`src/sv/rhp_pkg.sv`:
```
// types, constants and the serial type length table shared by the record header parser
`default_nettype none

package rhp_pkg;

   // default limits
   localparam int MAX_FIELDS_DEF       = 128;
   localparam int MAX_RECORD_BYTES_DEF = 65536;

   // varint accumulator and serial type widths
   localparam int VALUE_W = 18;
   localparam int LEN_W   = 17;

   // serial type codes with special meaning
   localparam logic [VALUE_W-1:0] TYPE_RESERVED_A = 18'd10;
   localparam logic [VALUE_W-1:0] TYPE_RESERVED_B = 18'd11;
   localparam logic [VALUE_W-1:0] TYPE_VAR_BASE   = 18'd12;

   // varint byte that takes all eight bits
   localparam logic [3:0] VARINT_FULL_BYTE = 4'd8;

   // stream widths
   localparam int REQ_DATA_W = 8;
   localparam int RSP_DATA_W = 72;

   // result queue
   localparam int RES_DEPTH = 4;

   // result kind and status codes
   localparam logic KIND_DESC      = 1'b0;
   localparam logic KIND_STATUS    = 1'b1;
   localparam logic STATUS_OK      = 1'b0;
   localparam logic STATUS_CORRUPT = 1'b1;

   typedef enum logic [1:0] {
      PH_HDR_SIZE = 2'd0,
      PH_TYPES    = 2'd1,
      PH_BODY     = 2'd2
   } rhp_phase_type;

   typedef struct packed {
      logic        kind;
      logic [6:0]  index;
      logic [17:0] code;
      logic [15:0] offset;
      logic [15:0] length;
      logic [7:0]  count;
      logic        status;
      logic        last;
   } rhp_res_type;

   // body length of the fixed-size serial types
   function automatic logic [LEN_W-1:0] fixed_len(input logic [3:0] code);
      logic [LEN_W-1:0] len;
      case (code)
         4'd1:    len = 17'd1;
         4'd2:    len = 17'd2;
         4'd3:    len = 17'd3;
         4'd4:    len = 17'd4;
         4'd5:    len = 17'd6;
         4'd6:    len = 17'd8;
         4'd7:    len = 17'd8;
         default: len = 17'd0;
      endcase
      return len;
   endfunction

endpackage

`default_nettype wire

```
`src/sv/record_header_parser_unit.sv`:
```
// record header parser: byte stream in, field descriptors and record status out
`default_nettype none

// channel   dir  handshake                data                               user / last
// req_      in   req_tvalid/req_tready    [7:0] data byte                     tlast last byte
// rsp_      out  rsp_tvalid/rsp_tready    index,code,offset,length,count,st   tuser kind, tlast
//
// one record byte is taken per cycle while req_tready is high, the parse update is a single registered step
// a byte yields up to two result items (descriptor, then status on the last byte)
// results go through a four-entry queue; req_tready drops while three or more wait
// a stalled result side only holds the queue, the parser state does not move
// synchronous reset clears the parser state and the queue pointers, no clearing pass
// after the last byte the parser is back at its reset state for the next record

module record_header_parser_unit #(
   parameter int MAX_FIELDS       = rhp_pkg::MAX_FIELDS_DEF,
   parameter int MAX_RECORD_BYTES = rhp_pkg::MAX_RECORD_BYTES_DEF
) (
   input  wire logic                            clock,
   input  wire logic                            reset,
   input  wire logic                            req_tvalid,
   output logic                                 req_tready,
   input  wire logic [rhp_pkg::REQ_DATA_W-1:0]  req_tdata,  // [7:0] data_byte
   input  wire logic                            req_tlast,  // last_byte
   output logic                                 rsp_tvalid,
   input  wire logic                            rsp_tready,
   // [6:0] field_index, [24:7] type_code, [40:25] field_offset, [56:41] field_length,
   // [64:57] field_count, [65] status, [71:66] zero
   output logic [rhp_pkg::RSP_DATA_W-1:0]       rsp_tdata,
   output logic                                 rsp_tuser,  // result_kind
   output logic                                 rsp_tlast   // last
);

   import rhp_pkg::*;

   // counter widths follow the limits
   localparam int CNT_W     = $clog2(MAX_RECORD_BYTES + 1);
   localparam int FLD_W     = $clog2(MAX_FIELDS + 1);
   localparam int WIDE_W    = ((CNT_W > VALUE_W) ? CNT_W : VALUE_W) + 1;
   localparam int RES_PTR_W = $clog2(RES_DEPTH);
   localparam int RES_CNT_W = $clog2(RES_DEPTH + 1);
   localparam logic [WIDE_W-1:0] MAX_REC_W = WIDE_W'(MAX_RECORD_BYTES);

   // parser state
   rhp_phase_type        phase_ff, phase_in, phase_step;
   logic [VALUE_W-1:0]   varint_value_ff, varint_value_in;
   logic                 varint_ovf_ff, varint_ovf_in;
   logic [3:0]           varint_bytes_ff, varint_bytes_in;
   logic [CNT_W-1:0]     byte_count_ff, byte_count_in, byte_count_step;
   logic [CNT_W-1:0]     header_size_ff, header_size_in, header_size_step;
   logic [CNT_W-1:0]     body_offset_ff, body_offset_in, body_offset_step;
   logic [FLD_W-1:0]     fields_seen_ff, fields_seen_in, fields_step;
   logic                 corrupt_ff, corrupt_in, corrupt_step;

   // result queue
   rhp_res_type          res_mem_ff [RES_DEPTH];
   logic [RES_PTR_W-1:0] wr_ptr_ff, wr_ptr_in;
   logic [RES_PTR_W-1:0] rd_ptr_ff, rd_ptr_in;
   logic [RES_CNT_W-1:0] fifo_count_ff, fifo_count_in;

   // per-byte decode
   logic                 accept, pop;
   logic [7:0]           data_byte;
   logic [WIDE_W-1:0]    pos1_w;
   logic                 len_limit, corrupt_pre, active;
   logic                 nine, done, ovf_new;
   logic [VALUE_W-1:0]   v_new;
   logic [WIDE_W-1:0]    v_w;
   logic                 hs_bad, type_bad, fields_full, body_over, header_end;
   logic [LEN_W-1:0]     type_len;
   logic [VALUE_W-1:0]   var_len_raw;
   logic [WIDE_W-1:0]    end_w;
   logic                 set_corrupt, take_hs, have_desc, rec_ok;
   logic                 push0, push1;
   rhp_res_type          desc_res, stat_res, slot0;

   assign accept    = req_tvalid & req_tready;
   assign pop       = rsp_tvalid & rsp_tready;
   assign data_byte = req_tdata[7:0];

   // position of this byte, counted from one
   assign pos1_w      = WIDE_W'(byte_count_ff) + WIDE_W'(1);
   assign len_limit   = byte_count_ff >= CNT_W'(MAX_RECORD_BYTES);
   assign corrupt_pre = corrupt_ff | len_limit;
   assign active      = !corrupt_pre && (phase_ff != PH_BODY);

   // varint accumulate: seven bits a byte, the ninth byte gives eight
   assign nine = varint_bytes_ff >= VARINT_FULL_BYTE;
   always_comb begin
      if (nine) begin
         ovf_new = varint_ovf_ff | (varint_value_ff[VALUE_W-1:VALUE_W-8] != 8'd0);
         v_new   = {varint_value_ff[VALUE_W-9:0], data_byte};
         done    = 1'b1;
      end else begin
         ovf_new = varint_ovf_ff | (varint_value_ff[VALUE_W-1:VALUE_W-7] != 7'd0);
         v_new   = {varint_value_ff[VALUE_W-8:0], data_byte[6:0]};
         done    = !data_byte[7];
      end
   end
   assign v_w = WIDE_W'(v_new);

   // header size and serial type checks
   assign hs_bad      = ovf_new || (v_w > MAX_REC_W) || (v_w < pos1_w);
   assign type_bad    = ovf_new || (v_new == TYPE_RESERVED_A) || (v_new == TYPE_RESERVED_B);
   assign fields_full = fields_seen_ff >= FLD_W'(MAX_FIELDS);
   assign var_len_raw = v_new - TYPE_VAR_BASE;
   assign type_len    = (v_new < TYPE_RESERVED_A) ? fixed_len(v_new[3:0])
                                                  : var_len_raw[VALUE_W-1:1];
   assign end_w       = WIDE_W'(body_offset_ff) + WIDE_W'(type_len);
   assign body_over   = end_w > MAX_REC_W;
   assign header_end  = pos1_w == WIDE_W'(header_size_ff);

   // what this byte does
   always_comb begin
      set_corrupt = 1'b0;
      take_hs     = 1'b0;
      have_desc   = 1'b0;
      if (active) begin
         if (!done) begin
            // type varint still open at the end of the header
            set_corrupt = (phase_ff == PH_TYPES) && (pos1_w >= WIDE_W'(header_size_ff));
         end else if (phase_ff == PH_HDR_SIZE) begin
            set_corrupt = hs_bad;
            take_hs     = !hs_bad;
         end else begin
            set_corrupt = type_bad || fields_full || body_over;
            have_desc   = !(type_bad || fields_full || body_over);
         end
      end
   end

   // phase next state
   always_comb begin
      phase_step = phase_ff;
      if (take_hs) begin
         phase_step = (v_w == pos1_w) ? PH_BODY : PH_TYPES;
      end else if (have_desc && header_end) begin
         phase_step = PH_BODY;
      end
      if (accept && req_tlast) begin
         phase_in = PH_HDR_SIZE;
      end else if (accept) begin
         phase_in = phase_step;
      end else begin
         phase_in = phase_ff;
      end
   end

   // datapath next state
   always_comb begin
      corrupt_step     = corrupt_pre | set_corrupt;
      byte_count_step  = len_limit ? byte_count_ff : byte_count_ff + CNT_W'(1);
      header_size_step = take_hs ? CNT_W'(v_new) : header_size_ff;
      body_offset_step = take_hs   ? CNT_W'(v_new) :
                         have_desc ? CNT_W'(end_w) : body_offset_ff;
      fields_step      = have_desc ? fields_seen_ff + FLD_W'(1) : fields_seen_ff;

      varint_value_in  = varint_value_ff;
      varint_ovf_in    = varint_ovf_ff;
      varint_bytes_in  = varint_bytes_ff;
      corrupt_in       = corrupt_ff;
      byte_count_in    = byte_count_ff;
      header_size_in   = header_size_ff;
      body_offset_in   = body_offset_ff;
      fields_seen_in   = fields_seen_ff;

      if (accept && req_tlast) begin
         // record done, back to reset state
         varint_value_in = '0;
         varint_ovf_in   = 1'b0;
         varint_bytes_in = '0;
         corrupt_in      = 1'b0;
         byte_count_in   = '0;
         header_size_in  = '0;
         body_offset_in  = '0;
         fields_seen_in  = '0;
      end else if (accept) begin
         if (active) begin
            varint_value_in = done ? '0 : v_new;
            varint_ovf_in   = done ? 1'b0 : ovf_new;
            varint_bytes_in = done ? '0 : varint_bytes_ff + 4'd1;
         end
         corrupt_in      = corrupt_step;
         byte_count_in   = byte_count_step;
         header_size_in  = header_size_step;
         body_offset_in  = body_offset_step;
         fields_seen_in  = fields_step;
      end
   end

   // record is well formed when the body ends exactly at the last byte
   assign rec_ok = !corrupt_step && (phase_step == PH_BODY)
                   && (WIDE_W'(body_offset_step) == pos1_w);

   // result items
   always_comb begin
      desc_res        = '0;
      desc_res.kind   = KIND_DESC;
      desc_res.index  = 7'(fields_seen_ff);
      desc_res.code   = v_new;
      desc_res.offset = 16'(body_offset_ff);
      desc_res.length = 16'(type_len);
      desc_res.last   = !req_tlast;

      stat_res        = '0;
      stat_res.kind   = KIND_STATUS;
      stat_res.count  = 8'(fields_step);
      stat_res.status = rec_ok ? STATUS_OK : STATUS_CORRUPT;
      stat_res.last   = 1'b1;

      slot0 = have_desc ? desc_res : stat_res;
   end

   assign push0 = accept & (have_desc | req_tlast);
   assign push1 = accept & have_desc & req_tlast;

   // queue pointers
   assign wr_ptr_in     = wr_ptr_ff + RES_PTR_W'(push0) + RES_PTR_W'(push1);
   assign rd_ptr_in     = rd_ptr_ff + RES_PTR_W'(pop);
   assign fifo_count_in = fifo_count_ff + RES_CNT_W'(push0) + RES_CNT_W'(push1)
                          - RES_CNT_W'(pop);

   // room for two results before taking a byte
   assign req_tready = fifo_count_ff <= RES_CNT_W'(RES_DEPTH - 2);
   assign rsp_tvalid = fifo_count_ff != '0;

   always_ff @(posedge clock) begin
      if (reset) begin
         phase_ff        <= PH_HDR_SIZE;
         varint_value_ff <= '0;
         varint_ovf_ff   <= 1'b0;
         varint_bytes_ff <= '0;
         byte_count_ff   <= '0;
         header_size_ff  <= '0;
         body_offset_ff  <= '0;
         fields_seen_ff  <= '0;
         corrupt_ff      <= 1'b0;
         wr_ptr_ff       <= '0;
         rd_ptr_ff       <= '0;
         fifo_count_ff   <= '0;
      end else begin
         phase_ff        <= phase_in;
         varint_value_ff <= varint_value_in;
         varint_ovf_ff   <= varint_ovf_in;
         varint_bytes_ff <= varint_bytes_in;
         byte_count_ff   <= byte_count_in;
         header_size_ff  <= header_size_in;
         body_offset_ff  <= body_offset_in;
         fields_seen_ff  <= fields_seen_in;
         corrupt_ff      <= corrupt_in;
         wr_ptr_ff       <= wr_ptr_in;
         rd_ptr_ff       <= rd_ptr_in;
         fifo_count_ff   <= fifo_count_in;
      end
   end

   // queue payload, no reset
   always_ff @(posedge clock) begin
      if (push0) begin
         res_mem_ff[wr_ptr_ff] <= slot0;
      end
      if (push1) begin
         res_mem_ff[wr_ptr_ff + RES_PTR_W'(1)] <= stat_res;
      end
   end

   // output packing
   assign rsp_tdata = {6'd0,
                       res_mem_ff[rd_ptr_ff].status,
                       res_mem_ff[rd_ptr_ff].count,
                       res_mem_ff[rd_ptr_ff].length,
                       res_mem_ff[rd_ptr_ff].offset,
                       res_mem_ff[rd_ptr_ff].code,
                       res_mem_ff[rd_ptr_ff].index};
   assign rsp_tuser = res_mem_ff[rd_ptr_ff].kind;
   assign rsp_tlast = res_mem_ff[rd_ptr_ff].last;

`ifndef ASSERT_OFF
   // queue never overfills
   a_fifo_bound: assert property (@(posedge clock) disable iff (reset)
      fifo_count_ff <= RES_CNT_W'(RES_DEPTH))
      else $error("result queue overflow");

   // a status item always closes the results of its byte
   a_status_last: assert property (@(posedge clock) disable iff (reset)
      (rsp_tvalid && (rsp_tuser == KIND_STATUS)) |-> rsp_tlast)
      else $error("status item without last");

   // descriptors carry no count and no status
   a_desc_clean: assert property (@(posedge clock) disable iff (reset)
      (rsp_tvalid && (rsp_tuser == KIND_DESC)) |-> (rsp_tdata[65:57] == 9'd0))
      else $error("descriptor with status bits");

   // the last byte returns the parser to its reset state
   a_record_restart: assert property (@(posedge clock) disable iff (reset)
      (accept && req_tlast) |=> ((phase_ff == PH_HDR_SIZE) && (byte_count_ff == '0)
                                 && !corrupt_ff && (fields_seen_ff == '0)))
      else $error("parser not restarted after last byte");
`endif

endmodule

`default_nettype wire

```
`config.mk`:
```
export PLATFORM = sky130hd
export DESIGN_NAME = record_header_parser_unit
export DESIGN_NICKNAME = d
export VERILOG_FILES = /design/src/sv/rhp_pkg.sv /design/src/sv/record_header_parser_unit.sv
export SDC_FILE = /design/constraint.sdc
export NUM_CORES = 1
export LEC_CHECK = 0
export ABC_CLOCK_PERIOD_IN_PS = 9200
export CAP_MARGIN = 30
export CORE_MARGIN = 2
export CORE_UTILIZATION = 30
export CTS_CLUSTER_SIZE = 10
export DETAILED_ROUTE_END_ITERATION = 8
export DONT_BUFFER_PORTS = 1
export GPL_ROUTABILITY_DRIVEN = 0
export PLACE_DENSITY = 0.48
export SYNTH_ARGS = -nofsm -noshare
export SYNTH_HDL_FRONTEND = slang
export SYNTH_SLANG_ARGS = --single-unit
```
`constraint.sdc`:
```
create_clock -name clock -period 9.2 [get_ports clock]
set_clock_uncertainty 0.05 [all_clocks]
set_input_delay 1.84 -clock clock [delete_from_list [all_inputs] [get_ports clock]]
set_output_delay 1.84 -clock clock [all_outputs]
set_load 0.01 [all_outputs]
```
==> qor.yml <==
global_route:
  track_usage_pct: 18.8
  grt_pass1_vias: 14390
  antenna_found_initial: 0
  grt_pass1_wl_um: 91100
  grt_overflow: 0
  grt_max_degree: 118
route:
  wirelength_um: 60800
  vias_per_cell: 5.44
  drt_iter0_drc: 1303
  dr.pass1.iters: 7
  vias: 15317
  route.detailed.drc: 0
  drtAntennaViolNets: 0
  wl_per_cell_um: 21.6
logic_synthesis:
  synth_fa_ha_area_share_pct: 4.98
  synth_compound_area_share_pct: 16.2
  synth-xor-area-share_pct: 3.62
  ys_seq_area_share_pct: 41.6
  ys.flop_type: "dfxtp_1"
  yosysTopAreaCellShare_pct: 35.7
  postSynth.asyncResetShare_pct: 0
  synth_top_family_by_area: "simple AND/OR/NAND/NOR gates"
  syn_inst: 2085
  yosysTopAreaCell: "dfxtp_1"
  synthTopCellsByArea: "dfxtp_1, mux4_2, o21ai_0"
  syn_area_sq_mm: 0.0184
  ys_warn_count: 0
  synth.distinct_cells: 81
  synth.mux.area_fraction_pct: 10.2
  synth_edf_count: 36
  synth-seq-cells: 364
  yosys.area_share.simple_pct: 18.2
  syn_area_per_cell_sq_um: 8.83
timing:
  tns_ns: 0
  setup_viol: 0
  fmax_ghz: 0.123
  period_minus_slack_ns: 8.11
  finalCritPeriodShare_pct: 88.2
  tightest_slew_ns: 1.04
  final-hold-violation-count: 0
  rsz0062_at_grt: "no"
  slew_viol_final: 0
  slew_headroom_pct: 30.8
hold_path:
  whs_path_depth: 2
  holdPathEnd: "res_mem_ff[3][67]$_SDFFE_PP1P_"
  hp-class: "reg -> reg"
  min-delay-start: "res_mem_ff[3][67]$_SDFFE_PP1P_"
setup_path:
  crit_path_end_kind: "flip-flop"
  r2r-end: "res_mem_ff[0][1]$_DFFE_PP_"
  critPathRequiredTime_ns: 9.47
  timing.rr.start: "varint_bytes_ff[3]$_SDFFE_PP0P_"
  critical_path_class: "in -> reg"
  cp_max_fo: 19
  crit_path_start_kind: "input port"
  ff2ff_path_depth: 23
  arrival_ns: 8.38
  r2r_slack_ns: 1.59
clock_network:
  cts_resized: 0
  path_clk_slew_ns: 0.05
  hold_buffers: 0
  clock_latency_ns: 0.58
  cts_root_buf: "clkbuf_16"
  cts_sinks: 364
  cts_buffers: 44
  cts.htree.levels: 2
  cts_setup_buffers: 0
  clockBufferDepth: 3
  cts_tree: "done"
placement:
  portBuffers: 0
  dpl_cell_area_sq_mm: 0.0190
  post-dp-hpwl_um: 41200
  dp_cells: 2748
pwr:
  ir_drop_uv: 131
  p_leak_nw: 7.21
  power_density_mw_per_mm2: 232
die:
  coreArea_sq_mm: 0.0605
  row_count: 90
  die_h_um: 252
  ioPinCount: 89
  die_width_um: 252
  die_area_sq_mm: 0.0633
  start_util_pct: 30.4
layout:
  nets: 2097
  diodes: 0
  final_cells: 2816
  drive_gt1_share_pct: 9.78
  area_growth_pct: 10.6
  final_area_sq_mm: 0.0204
  final_common_cell: "dfxtp_1"
  most-common-layout-cells: "dfxtp_1, nand2_1, o21ai_0"
run_status:
  outcome: "completed"
run:
  drv_cap: 0
==> cells in the mapped netlist, types with 4 or more instances <==
cell / instances
o21ai_1: 59
nand3_1: 172
mux2_2: 6
xor2_1: 34
and2_1: 8
buf_4: 7
or3_1: 14
fa_1: 4
a21oi_1: 89
nor2_1: 146
o21ai_0: 243
and3_1: 22
mux2i_1: 22
nand4_1: 17
buf_2: 13
edfxtp_1: 36
o2bb2ai_1: 4
a211oi_1: 16
dfxtp_1: 328
a22o_1: 5
o31ai_1: 11
buf_6: 5
o211ai_1: 8
a21o_1: 13
nand2_1: 261
buf_1: 22
o21a_1: 4
ha_1: 66
nor2b_1: 14
inv_1: 71
o22ai_1: 19
a31oi_1: 7
mux4_2: 68
clkbuf_1: 112
xnor2_1: 42
nor4_1: 5
nor3_1: 34
nand2b_1: 9
==> per-stage QoR <==
step / hold slack (ns) / utilization, % / setup WS (ns) / total power [mW]
final: 0.393 / 33.7 / 1.09 / 4.73
after floorplan: 0.368 / - / 1.53 / 2.73
after detailed placement: 0.385 / 31.5 / 0.578 / 3.13
after global placement: 0.379 / 31.5 / 0.755 / 3.13
after global routing: 0.412 / 33.7 / 0.479 / 4.95
after CTS: 0.392 / 33.6 / 1.17 / 4.76
==> area by class of cell <==
cell class,count,area [sq um]
multi-input combinational,1495,9850
inverter,72,272
timing repair buffer,37,318
tap,782,978
fill,6177,40100
sequential,364,7650
clock inverter,5,55.1
clock buffer,61,1240
==> worst max-delay path, stage by stage <==
cell and delay [ns]:
mux2i_4 0.18, clkinv_2 0.17, nor3_1 0.32, nand2_1 0.18, inv_1 0.10, and3_1 0.55
o21ai_0 0.22, ha_1 0.27, fa_1 0.43, a211oi_2 0.37, o31ai_4 0.15, xor2_1 0.20
a2111oi_0 0.49, o2111ai_1 0.27, nor4_4 0.40, a21o_2 0.54, mux2_1 0.39, and3_1 0.18
a2111oi_2 0.34, o2111ai_1 0.22, a2111oi_4 0.45, nor2_1 0.10
==> metal layers <==
layer  GRT usage (%)  vias to the layer above  wire length [um]
met5               0                        -                 0
met2            29.6                      478             27600
met3            4.17                       95              4440
met4            5.37                        0              1480
li1                -                     7249                 -
met1            25.8                     7495             27300
==> report_power, final <==
group | internal, mW | total [mW] | switching, mW
Combinational | 0.450 | 1.29 | 0.841
Sequential | 1.70 | 1.82 | 0.116
Clock | 0.931 | 1.62 | 0.687
Total | 3.08 | 4.73 | 1.64
==> how the worst max path moves through the flow <==
stage	slack, ns	depth (start not counted)	startpoint	to
after global placement	0.76	21	req_tdata[4]	res_mem_ff[3][1]$_DFFE_PP_
final	1.09	22	req_tdata[7]	res_mem_ff[0][1]$_DFFE_PP_
after detailed placement	0.58	22	req_tdata[7]	res_mem_ff[0][1]$_DFFE_PP_
after floorplan	1.53	25	req_tdata[4]	res_mem_ff[0][1]$_DFFE_PP_
after CTS	1.17	22	req_tdata[7]	res_mem_ff[0][1]$_DFFE_PP_
after global routing	0.48	22	req_tdata[7]	res_mem_ff[0][1]$_DFFE_PP_
==> flip-flops by register name (all words and copies together), names as in the netlist <==
register         cells
body_offset_ff      17
byte_count_ff       17
corrupt_ff           1
fields_seen_ff       8
fifo_count_ff        3
header_size_ff      17
phase_ff             2
rd_ptr_ff            2
res_mem_ff         272
varint_bytes_ff      4
varint_ovf_ff        1
varint_value_ff     18
wr_ptr_ff            2
==> cells by family (layout without fill, tap and decap cells) <==
logic type                 Yosys count  after routing
and+or+nand+nor                    724            724
AOI/OAI and AO/OA                  518            518
DFF                                364            364
buffers and inverters              231            175
muxes                              100            100
xor gates and xnor gates            76             76
adders and majority gates           71             71
other                                1              6
(Power assumes the default switching activity.)
